## src/vllc_pkg.sv

```systemverilog
// Shared types and constants for the vehicle LED light controller.
// Depends on nothing; imported by every module of the block.
package vllc_pkg;

    localparam int SIDE_LAMPS        = 4;
    localparam int TOP_LAMPS_DEF     = 4;
    localparam int RESET_BRIGHT_DEF  = 255;

    localparam int COLOR_W  = 24;
    localparam int PERIOD_W = 16;
    localparam int TIME_W   = 32;
    localparam int CFG_IDX_W = 3;

    // Register indexes of the configuration port
    localparam logic [CFG_IDX_W-1:0] CFG_FRONT       = 3'd0;
    localparam logic [CFG_IDX_W-1:0] CFG_BACK        = 3'd1;
    localparam logic [CFG_IDX_W-1:0] CFG_TOP         = 3'd2;
    localparam logic [CFG_IDX_W-1:0] CFG_BLINK       = 3'd3;
    localparam logic [CFG_IDX_W-1:0] CFG_CHASE       = 3'd4;
    localparam logic [CFG_IDX_W-1:0] CFG_BLINK_PER   = 3'd5;
    localparam logic [CFG_IDX_W-1:0] CFG_CHASE_PER   = 3'd6;

    localparam logic [COLOR_W-1:0]  FRONT_RST     = 24'hF0F0C4;
    localparam logic [COLOR_W-1:0]  BACK_RST      = 24'hFF0000;
    localparam logic [COLOR_W-1:0]  TOP_RST       = 24'hC8960A;
    localparam logic [COLOR_W-1:0]  BLINK_RST     = 24'hFF6400;
    localparam logic [COLOR_W-1:0]  CHASE_RST     = 24'h000000;
    localparam logic [PERIOD_W-1:0] BLINK_PER_RST = 16'd1000;
    localparam logic [PERIOD_W-1:0] CHASE_PER_RST = 16'd100;

    // Remainder unit: bits of the dividend retired per cycle
    localparam int MOD_BITS  = 2;
    localparam int MOD_STEPS = TIME_W / MOD_BITS;
    localparam int MOD_CNT_W = $clog2(MOD_STEPS);

    typedef struct packed {
        logic [31:0] now_ms;
        logic [1:0]  indicate_mode;
        logic        loading_on;
        logic [7:0]  brightness;
    } upd_t;

    typedef struct packed {
        logic [2:0] led_index;
        logic [7:0] red;
        logic [7:0] green;
        logic [7:0] blue;
        logic       last;
    } lamp_t;

    localparam logic [1:0] MODE_LEFT  = 2'd1;
    localparam logic [1:0] MODE_RIGHT = 2'd2;

    // Controller to datapath
    typedef struct packed {
        logic load;   // capture update, start remainder unit
        logic eval;   // resolve new lamp codes and change mask
        logic emit;   // load output register with current lamp
        logic step;   // advance lamp scan index
    } cmd_t;

    // Datapath to controller
    typedef struct packed {
        logic mod_busy;
        logic mask_bit;
        logic idx_last;
        logic slot_free;
    } stat_t;

endpackage

```

## src/vllc_mod.sv

```systemverilog
// Remainder unit: now_ms modulo blink period, restoring, MOD_BITS bits a cycle.
// Depends on vllc_pkg.
module vllc_mod
    import vllc_pkg::*;
(
    input  logic                clk,
    input  logic                rst_n,
    input  logic                start,
    input  logic [TIME_W-1:0]   dividend,
    input  logic [PERIOD_W-1:0] divisor,
    output logic                busy,
    output logic [PERIOD_W-1:0] rem
);

    logic [TIME_W-1:0]    num_reg, num_next;
    logic [PERIOD_W-1:0]  den_reg;
    logic [PERIOD_W-1:0]  rem_reg, rem_next;
    logic [MOD_CNT_W-1:0] cnt_reg;
    logic                 busy_reg;

    always_comb
    begin
        logic [PERIOD_W:0] trial;
        trial    = '0;
        rem_next = rem_reg;
        num_next = num_reg;
        for (int k = 0; k < MOD_BITS; k++)
        begin
            trial    = {rem_next, num_next[TIME_W-1]};
            num_next = num_next << 1;
            if (trial >= {1'b0, den_reg})
            begin
                trial = trial - {1'b0, den_reg};
            end
            rem_next = trial[PERIOD_W-1:0];
        end
    end

    always_ff @(posedge clk or negedge rst_n)
    begin
        if (!rst_n)
        begin
            busy_reg <= 1'b0;
            cnt_reg  <= '0;
        end
        else if (start)
        begin
            busy_reg <= 1'b1;
            cnt_reg  <= '0;
        end
        else if (busy_reg)
        begin
            cnt_reg <= cnt_reg + 1'b1;
            if (cnt_reg == MOD_CNT_W'(MOD_STEPS - 1))
            begin
                busy_reg <= 1'b0;
            end
        end
    end

    always_ff @(posedge clk)
    begin
        if (start)
        begin
            num_reg <= dividend;
            den_reg <= divisor;
            rem_reg <= '0;
        end
        else if (busy_reg)
        begin
            num_reg <= num_next;
            rem_reg <= rem_next;
        end
    end

    assign busy = busy_reg;
    assign rem  = rem_reg;

endmodule

```

## src/vllc_ctrl.sv

```systemverilog
// Sequencer: accept update, wait for remainder, evaluate, scan lamps out.
// Depends on vllc_pkg.
module vllc_ctrl
    import vllc_pkg::*;
(
    input  logic  clk,
    input  logic  rst_n,
    input  logic  upd_valid,
    output logic  upd_stall,
    input  stat_t st,
    output cmd_t  cmd
);

    typedef enum logic [1:0] {
        S_IDLE,
        S_MOD,
        S_EVAL,
        S_EMIT
    } state_t;

    state_t state_reg;
    logic   stall_reg;
    logic   scan_done;

    // last lamp of the scan is finished this cycle: skipped or handed over
    assign scan_done = st.idx_last && (!st.mask_bit || st.slot_free);

    always_comb
    begin
        cmd      = '0;
        cmd.load = (state_reg == S_IDLE) && upd_valid;
        cmd.eval = (state_reg == S_EVAL);
        cmd.emit = (state_reg == S_EMIT) && st.mask_bit && st.slot_free;
        cmd.step = (state_reg == S_EMIT) && (!st.mask_bit || st.slot_free)
                   && !st.idx_last;
    end

    always_ff @(posedge clk or negedge rst_n)
    begin
        if (!rst_n)
        begin
            state_reg <= S_IDLE;
            stall_reg <= 1'b0;
        end
        else
        begin
            unique case (state_reg)
                S_IDLE:
                begin
                    if (upd_valid)
                    begin
                        state_reg <= S_MOD;
                        stall_reg <= 1'b1;
                    end
                end
                S_MOD:
                begin
                    if (!st.mod_busy)
                    begin
                        state_reg <= S_EVAL;
                    end
                end
                S_EVAL:
                begin
                    state_reg <= S_EMIT;
                end
                S_EMIT:
                begin
                    if (scan_done)
                    begin
                        state_reg <= S_IDLE;
                        stall_reg <= 1'b0;
                    end
                end
                default:
                begin
                    state_reg <= S_IDLE;
                    stall_reg <= 1'b0;
                end
            endcase
        end
    end

    assign upd_stall = stall_reg;

endmodule

```

## src/vllc_dpath.sv

```systemverilog
// Datapath: config registers, lamp codes, chase state, change mask, scaler, output beat.
// Depends on vllc_pkg and vllc_mod.
module vllc_dpath
    import vllc_pkg::*;
#(
    parameter int TOP_LAMPS        = TOP_LAMPS_DEF,
    parameter int RESET_BRIGHTNESS = RESET_BRIGHT_DEF
)
(
    input  logic                 clk,
    input  logic                 rst_n,
    input  logic                 cfg_we,
    input  logic [CFG_IDX_W-1:0] cfg_index,
    input  logic [COLOR_W-1:0]   cfg_data,
    input  upd_t                 upd,
    input  cmd_t                 cmd,
    output stat_t                st,
    input  logic                 lamp_stall,
    output logic                 lamp_valid,
    output lamp_t                lamp
);

    localparam int ALL_LAMPS = SIDE_LAMPS + TOP_LAMPS;
    localparam int LAMP_W    = $clog2(ALL_LAMPS);
    localparam int POS_W     = $clog2(TOP_LAMPS);

    typedef enum logic [1:0] {
        LC_DEFAULT = 2'd0,
        LC_BLINK   = 2'd1,
        LC_CHASE   = 2'd2
    } lamp_code_t;

    function automatic logic [COLOR_W-1:0] pick(
        input lamp_code_t         code,
        input logic [COLOR_W-1:0] dflt,
        input logic [COLOR_W-1:0] blink,
        input logic [COLOR_W-1:0] chase
    );
        logic [COLOR_W-1:0] c;
        case (code)
            LC_BLINK: c = blink;
            LC_CHASE: c = chase;
            default:  c = dflt;
        endcase
        return c;
    endfunction

    function automatic logic [7:0] scale(input logic [7:0] c, input logic [7:0] b);
        logic [15:0] p;
        p = c * b;
        return p[15:8];
    endfunction

    // configuration
    logic [COLOR_W-1:0]  front_reg, back_reg, top_reg, blink_reg, chase_reg;
    logic [PERIOD_W-1:0] blink_per_reg, chase_per_reg;

    // block state
    lamp_code_t          code_reg [ALL_LAMPS];
    logic [POS_W-1:0]    pos_reg;
    logic [TIME_W-1:0]   chase_time_reg;
    logic [7:0]          bright_reg;

    // per update
    upd_t                upd_reg;
    logic [ALL_LAMPS-1:0] mask_reg;
    logic [LAMP_W-1:0]   idx_reg;

    // output beat
    logic                lamp_valid_reg;
    lamp_t               lamp_reg;

    logic                mod_busy;
    logic [PERIOD_W-1:0] mod_rem;

    logic [COLOR_W-1:0]  dflt_color [ALL_LAMPS];
    lamp_code_t          code_next  [ALL_LAMPS];
    logic [ALL_LAMPS-1:0] mask_next;
    logic                phase;
    logic                chase_step;
    logic [TIME_W-1:0]   elapsed;
    logic [POS_W-1:0]    pos_next;
    logic                later;
    logic [COLOR_W-1:0]  emit_color;
    logic                slot_free;

    vllc_mod u_mod (
        .clk      (clk),
        .rst_n    (rst_n),
        .start    (cmd.load),
        .dividend (upd.now_ms),
        .divisor  (blink_per_reg),
        .busy     (mod_busy),
        .rem      (mod_rem)
    );

    always_ff @(posedge clk or negedge rst_n)
    begin
        if (!rst_n)
        begin
            front_reg     <= FRONT_RST;
            back_reg      <= BACK_RST;
            top_reg       <= TOP_RST;
            blink_reg     <= BLINK_RST;
            chase_reg     <= CHASE_RST;
            blink_per_reg <= BLINK_PER_RST;
            chase_per_reg <= CHASE_PER_RST;
        end
        else if (cfg_we)
        begin
            unique case (cfg_index)
                CFG_FRONT:     front_reg     <= cfg_data;
                CFG_BACK:      back_reg      <= cfg_data;
                CFG_TOP:       top_reg       <= cfg_data;
                CFG_BLINK:     blink_reg     <= cfg_data;
                CFG_CHASE:     chase_reg     <= cfg_data;
                CFG_BLINK_PER: blink_per_reg <= cfg_data[PERIOD_W-1:0];
                CFG_CHASE_PER: chase_per_reg <= cfg_data[PERIOD_W-1:0];
                default:       ;
            endcase
        end
    end

    always_comb
    begin
        for (int i = 0; i < ALL_LAMPS; i++)
        begin
            if (i < 2)
            begin
                dflt_color[i] = back_reg;
            end
            else if (i < SIDE_LAMPS)
            begin
                dflt_color[i] = front_reg;
            end
            else
            begin
                dflt_color[i] = top_reg;
            end
        end
    end

    // blink phase: second half of the period shows the indicator color
    assign phase = (blink_per_reg != '0) && (mod_rem >= {1'b0, blink_per_reg[PERIOD_W-1:1]});

    assign elapsed    = upd_reg.now_ms - chase_time_reg;
    assign chase_step = upd_reg.loading_on && (elapsed > {16'b0, chase_per_reg});
    assign pos_next   = (pos_reg == POS_W'(TOP_LAMPS - 1)) ? '0 : pos_reg + 1'b1;

    always_comb
    begin
        for (int i = 0; i < ALL_LAMPS; i++)
        begin
            code_next[i] = LC_DEFAULT;
        end
        if (upd_reg.indicate_mode == MODE_LEFT)
        begin
            code_next[0] = phase ? LC_BLINK : LC_DEFAULT;
            code_next[2] = phase ? LC_BLINK : LC_DEFAULT;
        end
        else if (upd_reg.indicate_mode == MODE_RIGHT)
        begin
            code_next[1] = phase ? LC_BLINK : LC_DEFAULT;
            code_next[3] = phase ? LC_BLINK : LC_DEFAULT;
        end
        if (chase_step)
        begin
            for (int i = 0; i < TOP_LAMPS; i++)
            begin
                if (pos_reg == POS_W'(i))
                begin
                    code_next[SIDE_LAMPS + i] = LC_CHASE;
                end
            end
        end
        for (int i = 0; i < ALL_LAMPS; i++)
        begin
            mask_next[i] = (upd_reg.brightness != bright_reg)
                || (pick(code_next[i], dflt_color[i], blink_reg, chase_reg)
                    != pick(code_reg[i], dflt_color[i], blink_reg, chase_reg));
        end
    end

    always_ff @(posedge clk or negedge rst_n)
    begin
        if (!rst_n)
        begin
            for (int i = 0; i < ALL_LAMPS; i++)
            begin
                code_reg[i] <= LC_DEFAULT;
            end
            pos_reg        <= '0;
            chase_time_reg <= '0;
            bright_reg     <= 8'(RESET_BRIGHTNESS);
            idx_reg        <= '0;
            mask_reg       <= '0;
        end
        else if (cmd.eval)
        begin
            for (int i = 0; i < ALL_LAMPS; i++)
            begin
                code_reg[i] <= code_next[i];
            end
            if (chase_step)
            begin
                pos_reg        <= pos_next;
                chase_time_reg <= upd_reg.now_ms;
            end
            bright_reg <= upd_reg.brightness;
            mask_reg   <= mask_next;
            idx_reg    <= '0;
        end
        else if (cmd.step)
        begin
            idx_reg <= idx_reg + 1'b1;
        end
    end

    always_ff @(posedge clk)
    begin
        if (cmd.load)
        begin
            upd_reg <= upd;
        end
    end

    // any changed lamp still ahead of the scan index
    always_comb
    begin
        later = 1'b0;
        for (int j = 0; j < ALL_LAMPS; j++)
        begin
            if (LAMP_W'(j) > idx_reg)
            begin
                later = later | mask_reg[j];
            end
        end
    end

    assign emit_color = pick(code_reg[idx_reg], dflt_color[idx_reg], blink_reg, chase_reg);
    assign slot_free  = !lamp_valid_reg || !lamp_stall;

    always_ff @(posedge clk or negedge rst_n)
    begin
        if (!rst_n)
        begin
            lamp_valid_reg <= 1'b0;
        end
        else if (cmd.emit)
        begin
            lamp_valid_reg <= 1'b1;
        end
        else if (!lamp_stall)
        begin
            lamp_valid_reg <= 1'b0;
        end
    end

    always_ff @(posedge clk)
    begin
        if (cmd.emit)
        begin
            lamp_reg.led_index <= idx_reg[2:0];
            lamp_reg.red       <= scale(emit_color[23:16], upd_reg.brightness);
            lamp_reg.green     <= scale(emit_color[15:8],  upd_reg.brightness);
            lamp_reg.blue      <= scale(emit_color[7:0],   upd_reg.brightness);
            lamp_reg.last      <= !later;
        end
    end

    assign st.mod_busy  = mod_busy;
    assign st.mask_bit  = mask_reg[idx_reg];
    assign st.idx_last  = (idx_reg == LAMP_W'(ALL_LAMPS - 1));
    assign st.slot_free = slot_free;

    assign lamp_valid = lamp_valid_reg;
    assign lamp       = lamp_reg;

    a_emit_on_mask: assert property (@(posedge clk) disable iff (!rst_n)
        cmd.emit |-> mask_reg[idx_reg])
        else $error("beat emitted for an unchanged lamp");

    a_eval_after_mod: assert property (@(posedge clk) disable iff (!rst_n)
        cmd.eval |-> !mod_busy)
        else $error("evaluation while remainder unit busy");

    a_emit_no_overrun: assert property (@(posedge clk) disable iff (!rst_n)
        (lamp_valid_reg && lamp_stall) |-> !cmd.emit)
        else $error("output beat overwritten while stalled");

    a_pos_range: assert property (@(posedge clk) disable iff (!rst_n)
        pos_reg <= POS_W'(TOP_LAMPS - 1))
        else $error("chase position out of range");

endmodule

```

## src/vehicle_led_light_controller_core.sv

```systemverilog
// Top level of the vehicle LED light controller: sequencer plus datapath.
// Depends on vllc_pkg, vllc_ctrl, vllc_dpath (and vllc_mod below it).
//
//  Channel  | Direction | Handshake              | Beat contents
//  ---------+-----------+------------------------+------------------------------------
//  upd      | in        | upd_valid / upd_stall  | now_ms, indicate_mode, loading_on,
//           |           |                        | brightness
//  lamp     | out       | lamp_valid / lamp_stall| led_index, red, green, blue, last
//  cfg      | in        | cfg_we (no wait)       | cfg_index, cfg_data
//
// Sequence: an update waits on the remainder unit (now_ms mod blink period,
//   2 bits a cycle), is then evaluated, and the scan takes one lamp per cycle
//   unless stalled on lamp; the sequencer then returns to idle before the
//   next accept.
// The scan sends one beat per changed lamp in ascending order; last marks the
//   final beat of the update. An update with no change sends nothing.
// The output register lets a new update be taken while the final beat waits.
// Reset (rst_n, async, active low) restores the default colors and periods,
//   all lamps to their default code, chase state to zero, brightness memory to
//   RESET_BRIGHTNESS.
module vehicle_led_light_controller_core
    import vllc_pkg::*;
#(
    parameter int TOP_LAMPS        = TOP_LAMPS_DEF,
    parameter int RESET_BRIGHTNESS = RESET_BRIGHT_DEF
)
(
    input  logic                 clk,
    input  logic                 rst_n,

    // configuration write port
    input  logic                 cfg_we,
    input  logic [CFG_IDX_W-1:0] cfg_index,
    input  logic [COLOR_W-1:0]   cfg_data,

    // update beats
    input  logic                 upd_valid,
    output logic                 upd_stall,
    input  upd_t                 upd,

    // lamp write beats
    output logic                 lamp_valid,
    input  logic                 lamp_stall,
    output lamp_t                lamp
);

    cmd_t  cmd;
    stat_t st;

    // sequencer: owns upd_stall, issues load / eval / emit / step
    vllc_ctrl u_ctrl (
        .clk       (clk),
        .rst_n     (rst_n),
        .upd_valid (upd_valid),
        .upd_stall (upd_stall),
        .st        (st),
        .cmd       (cmd)
    );

    // datapath: registers, remainder unit, lamp codes, scaler, output beat
    vllc_dpath #(
        .TOP_LAMPS        (TOP_LAMPS),
        .RESET_BRIGHTNESS (RESET_BRIGHTNESS)
    ) u_dpath (
        .clk        (clk),
        .rst_n      (rst_n),
        .cfg_we     (cfg_we),
        .cfg_index  (cfg_index),
        .cfg_data   (cfg_data),
        .upd        (upd),
        .cmd        (cmd),
        .st         (st),
        .lamp_stall (lamp_stall),
        .lamp_valid (lamp_valid),
        .lamp       (lamp)
    );

endmodule
```

## config.mk

```make
export PLATFORM = sky130hd
export DESIGN_NAME = vehicle_led_light_controller_core
export DESIGN_NICKNAME = d
export VERILOG_FILES = /design/src/vllc_pkg.sv /design/src/vllc_mod.sv /design/src/vllc_ctrl.sv /design/src/vllc_dpath.sv /design/src/vehicle_led_light_controller_core.sv
export SDC_FILE = /design/constraint.sdc
export NUM_CORES = 1
export LEC_CHECK = 0
export BUFFER_PORTS_ARGS = -buffer_cell sky130_fd_sc_hd__buf_2
export CAP_MARGIN = 0
export CORE_ASPECT_RATIO = 1.5
export CORE_MARGIN = 4
export CORE_UTILIZATION = 62
export DETAILED_ROUTE_END_ITERATION = 10
export PLACE_DENSITY = 0.8
export RECOVER_POWER = 25
export SETUP_SLACK_MARGIN = 0.05
export SLEW_MARGIN = 0
export SYNTH_ARGS = -nofsm -noshare
export SYNTH_HDL_FRONTEND = slang
export SYNTH_HIERARCHICAL = 1
export SYNTH_SLANG_ARGS = --single-unit
```

## constraint.sdc

```tcl
create_clock -name clk -period 9.25 [get_ports clk]
set_clock_uncertainty 0.05 [all_clocks]
set_input_delay 0.4625 -clock clk [delete_from_list [all_inputs] [get_ports clk]]
set_output_delay 0.4625 -clock clk [all_outputs]
set_load 0.01 [all_outputs]
```

# == Word level (Yosys, flattened, before mapping) ==
# Cells that the tools add are included.
# word_totals
reg_bits,361
output_inout_bits,30
# classes
addsub,6
mul,3
n_lt_le_gt_ge,14
n_eq_ne,55
muxes,63
bitwise_logic,8
reduce_logical,40
# ops
operator,count
24-bit one-hot mux with 2 select lines,17
24-bit != test,8
24-bit binary-select mux with 3-bit select,1
32-bit two-way mux,2
8-bit by 8-bit multiplier with 16-bit output,3
24-bit two-way mux,2
2-bit equality test (second input constant),18
17-bit by 16-bit greater-or-equal comparator with 1-bit output,2
2-bit by 1-bit equality test with 1-bit output (second input constant),16
32-bit by 16-bit greater-than comparator with 1-bit output,1
16-bit two-way mux,2
16-bit subtractor,2
32-bit subtractor,1
2-bit two-way mux,13
1-bit two-way mux,17
16-bit by 15-bit greater-or-equal comparator with 1-bit output,1
2-bit AND reduction,8
16-bit nonzero test,1
3-bit equality test (second input constant),4
3-bit greater-than comparator (first input constant),4
1-bit logical OR,10
1-bit logical AND,8
4-bit two-way mux,2
8-bit two-way mux,1
other kinds (25),45

# == Logic depth before layout (Yosys ltp) ==
# depth
word_depth,17
mapped_depth,28
depth_no_buf,26

# == Hierarchy ==
# The synthesis kept the hierarchy.
# by_module_without_submodules
module,n_inst,cells_each,area_each_um2
vllc_dpath,1,2030,21250.4
vllc_mod,1,455,4707.0
vllc_ctrl,1,26,257.7

# == Worst setup path after synthesis ==
# OpenSTA, ideal clock, no wires.
# synth_timing
path_kind,register to register
start,reg u_dpath.idx_reg[2]
end,"reg u_dpath.lamp_reg, in the netlist u_dpath/lamp[24] (data pin)"
arrival_ns,6.472
slack_ns,2.469
stages_incl_launch_ff,26
period_less_slack_ns,6.781
path_cell_list,dfrtp_1 -> clkbuf_1 -> clkbuf_1 -> clkbuf_1 -> o211a_1 -> ha_1 -> clkbuf_1 -> clkbuf_1 -> a221oi_1 -> a21oi_1 -> nand2_1 -> fa_1 -> fa_1 -> inv_1 -> fa_1 -> inv_1 -> fa_1 -> inv_1 -> ha_1 -> a2111oi_0 -> a21oi_1 -> a41o_1 -> o211a_1 -> o21a_1 -> nor2_1 -> xnor2_1
# synth_between
elab_chain_cells,7
word_cells_on_any_way,11
classes_between,1 x mul; 2 x eq/ne; 7 x mux; 1 x bitwise
# synth_rtl
item,line,source
"start, declared",vllc_dpath.sv:67,logic [LAMP_W-1:0] idx_reg;
"start signal, assigned",vllc_dpath.sv:215,idx_reg <= idx_reg + 1'b1;
3-bit inverter with 4-bit output (implied by the code) (*),vllc_dpath.sv:240,"assign emit_color = pick(code_reg[idx_reg], dflt_color[idx_reg], blink_reg, chase_reg);"
2-bit binary-select mux with 3-bit select,vllc_dpath.sv:240,
2-bit two-way mux (implied by the code) (2 in a row),vllc_dpath.sv:240,
2-bit equality test or 2-bit by 1-bit equality test with 1-bit output (tied branches),vllc_dpath.sv:40,case (code)
24-bit one-hot mux with 2 select lines (*),vllc_dpath.sv:40,
8-bit by 8-bit multiplier with 16-bit output (*),vllc_dpath.sv:50,p = c * b;
"end, declared",vllc_dpath.sv:71,lamp_t lamp_reg;
# Every way passes the cells marked *; elsewhere a longest branch is shown, timed or not. The select of a mux whose other input is x is not followed.
# A chain may end at the register's enable or synchronous reset.

# == Worst setup path after layout ==
# layout_timing
start,reg u_dpath.idx_reg[0]
end,"reg u_dpath.lamp_reg, in the netlist u_dpath/lamp[24] (data pin)"
# Same word-level chain as after synthesis.

==> flow_summary.yaml <==
finish:
  layout_common_cells: "inv_1 (299), mux2_2 (217), ha_1 (209)"
  final_common_cell: "inv_1"
  drive_gt1_share_pct: 18.9
  syn2layout_area_growth_pct: 8.61
  fill_cells: 3262
  nNetsFinal: 2976
  largest_reg_flops: 43
synth:
  ys_types: 93
  syn_nets: 2903
  synth_top_family_by_area: "adder cells"
  synthArstFlopShare_pct: 62.0
  synth_compound_area_share_pct: 10.7
  yosys_most_used_dff: "dfrtp_1"
  synth_fa_ha_area_share_pct: 18.2
  synth_area_leaders: "dfrtp_1 (16%), edfxtp_1 (14%), ha_1 (10%)"
  synth_seq_area_share_pct: 36.1
  ys_warn_count: 6
  synth.top_cell.area_share_pct: 15.7
  avgSynthCellArea_um2: 10.4
  synth_simple_gate_area_share_pct: 12.5
  muxShareOfSynthArea_pct: 12.1
  synthCells: 2511
  synth_edf_count: 119
  synth-xor-area-share_pct: 4.54
  synth_seq_cells: 355
  yosys.area.top_type: "dfrtp_1"
  netlist_area_um2: 26200
drt:
  drtIter0Drc: 1298
  drt-pass1-iter-count: 6
  wl_um: 66300
  vias: 19416
  viasPerCell: 6.11
  drc: 0
  wire_per_inst_um: 20.8
  ant_nets: 0
worst_setup_path:
  crit_fanout: 28
  critPathRequiredTime_ns: 9.47
  r2r_setup_slack_ns: 1.93
  setup.worst_path.class: "reg2reg"
  crit-reg2reg-launch: "u_dpath/idx_reg[0]"
  reg2reg_depth: 22
  crit_arrival_ns: 7.55
  cp-end-kind: "flop"
  startpoint_type: "flop"
  r2r_end: "u_dpath/lamp[24]"
grt:
  gr-total-overflow: 0
  antenna_found_initial: 6
  grt_use_total_pct: 29.3
  grt_pass1_vias: 20636
  grt_max_degree: 79
  grt_pass1_wl_um: 108000
clocking:
  cts.repair.resized: 0
  clk_latency_ns: 0.55
  htree_levels: 2
  post_cts_buffers: 0
  cts_tree: "built"
  numCtsBuffers: 37
  cts_hold_buf: 1
  cts-root-buf: "clkbuf_16"
  cts_sinks: 355
  clock_path_buffers: 3
  path_clk_slew_ns: 0.06
floorplan:
  die_w_um: 176
  num_io_pins: 105
  fp.dieH_um: 260
  dieArea_um2: 45700
  rows: 92
  core_um2: 41900
  start_util_pct: 62.6
sta:
  grt_setup_unrepaired: "false"
  tns_ns: 0
  setup_viol: 0
  slew_headroom_pct: -178
  period_minus_slack_ns: 7.32
  fmax_mhz: 137
  worst_slew_pin_slew_ns: 4.17
  fin_crit_sh_pct: 79.2
  slew_violations: 126
  hold_viol_final: 0
  setup_ws_ns: 1.93
place:
  place_ws_ns: 1.97
  hpwl_um: 50000
  gp_congestion: 0.930
  portBuffers: 104
worst_hold_path:
  min_path_cells: 1
  hold_path.class: "in2reg"
  min_from: "upd[26]"
  hold-path-endpoint: "u_dpath/upd_reg[26]"
run:
  max-cap-violations: 3
outcome:
  violations: "capacitance limit, slew limit"
  status: "complete, but fails checks"
worst max-delay path by stage:
| stage | from | end | slack, ns |
|---|---|---|---|
| after floorplan | u_dpath/idx_reg[2] | u_dpath/lamp[24] | 2.47 |
| after global placement | u_dpath/idx_reg[0] | u_dpath/lamp[16] | 2.16 |
| after detailed placement | u_dpath/idx_reg[0] | u_dpath/lamp[16] | 1.97 |
| after CTS | u_dpath/idx_reg[0] | u_dpath/lamp[16] | 1.98 |
| after global routing | u_dpath/idx_reg[0] | u_dpath/lamp[16] | 1.42 |
| final | u_dpath/idx_reg[0] | u_dpath/lamp[24] | 1.93 |
critical path: stages (launching register included):
cell and delay [ns]:
dfrtp_1 0.64, o21ai_0 0.17, o211a_1 0.27, ha_1 0.81
buf_4 0.40, a221oi_1 0.10, a21oi_1 0.57, nand2_1 0.15
fa_1 0.48, fa_1 0.49, inv_1 0.05, fa_1 0.53
inv_1 0.06, fa_1 0.52, inv_1 0.04, ha_1 0.20
a2111oi_0 0.39, a21oi_1 0.18, a41o_1 0.33, o211a_1 0.25
o21a_1 0.18, nor2_1 0.11, xnor2_1 0.08
final cells by class:
class / instances / area [um^2] / share of cell area (%)
Multi-Input combinational cell: 1763 / 15200 / 53.4
Sequential cell: 355 / 9470 / 33.3
Clock buffer: 54 / 1170 / 4.10
Inverter: 299 / 1120 / 3.94
Tap cell: 564 / 706 / 2.48
Timing Repair Buffer: 128 / 674 / 2.37
Clock inverter: 14 / 123 / 0.431
Antenna cell: 2 / 5.00 / 0.0176
Yosys cell counts, drive strengths merged (9+ instances only):
library cell / number
a21oi: 130
clkbuf: 61
or3: 13
o21a: 24
nand2b: 20
a211oi: 27
ha: 209
nand4: 38
fa: 108
xnor2: 83
and3: 18
a221oi: 25
nand2: 151
mux2i: 45
buf: 33
xor2: 53
inv: 299
o211ai: 13
a21o: 28
nor3: 44
o22ai: 10
dfrtp: 164
o21bai: 9
edfxtp: 119
o31ai: 13
dfstp: 56
nor4: 23
nor2: 113
dfxtp: 16
o21ai: 52
nand3: 45
nor2b: 13
and2: 119
mux2: 233
a2111oi: 9
kinds of logic after synthesis:
kind of cell	after synthesis
AOI/OAI and AO/OA	405
xor gates and xnor gates	136
adders and majority gates	317
buffers and inverters	393
DFF	355
muxes	280
and+or+nand+nor	625
metrics by stage:
step                      hold slack, ns  cells  cell area (um^2)  utilization (%)
final                             0.0453   3179             28500             68.0
after global routing              0.0270   3178             28500             67.9
after floorplan                    0.117   2511             26200                -
after global placement             0.412   3108             27200             64.9
after CTS                         0.0146   3177             28500             68.0
after detailed placement           0.427   3108             27200             64.9
per-layer routing:
layer	vias to the layer above	GRT usage [%]	share of wire [%]
met2	631	54.3	53
li1	8937	-	-
met1	9610	32.4	36
met4	8	15.5	6.1
met3	230	3.93	4.6
met5	-	0	0.088
Power is not shown: default switching activity piles up to over one toggle a cycle in this logic, so the estimate is an artifact.
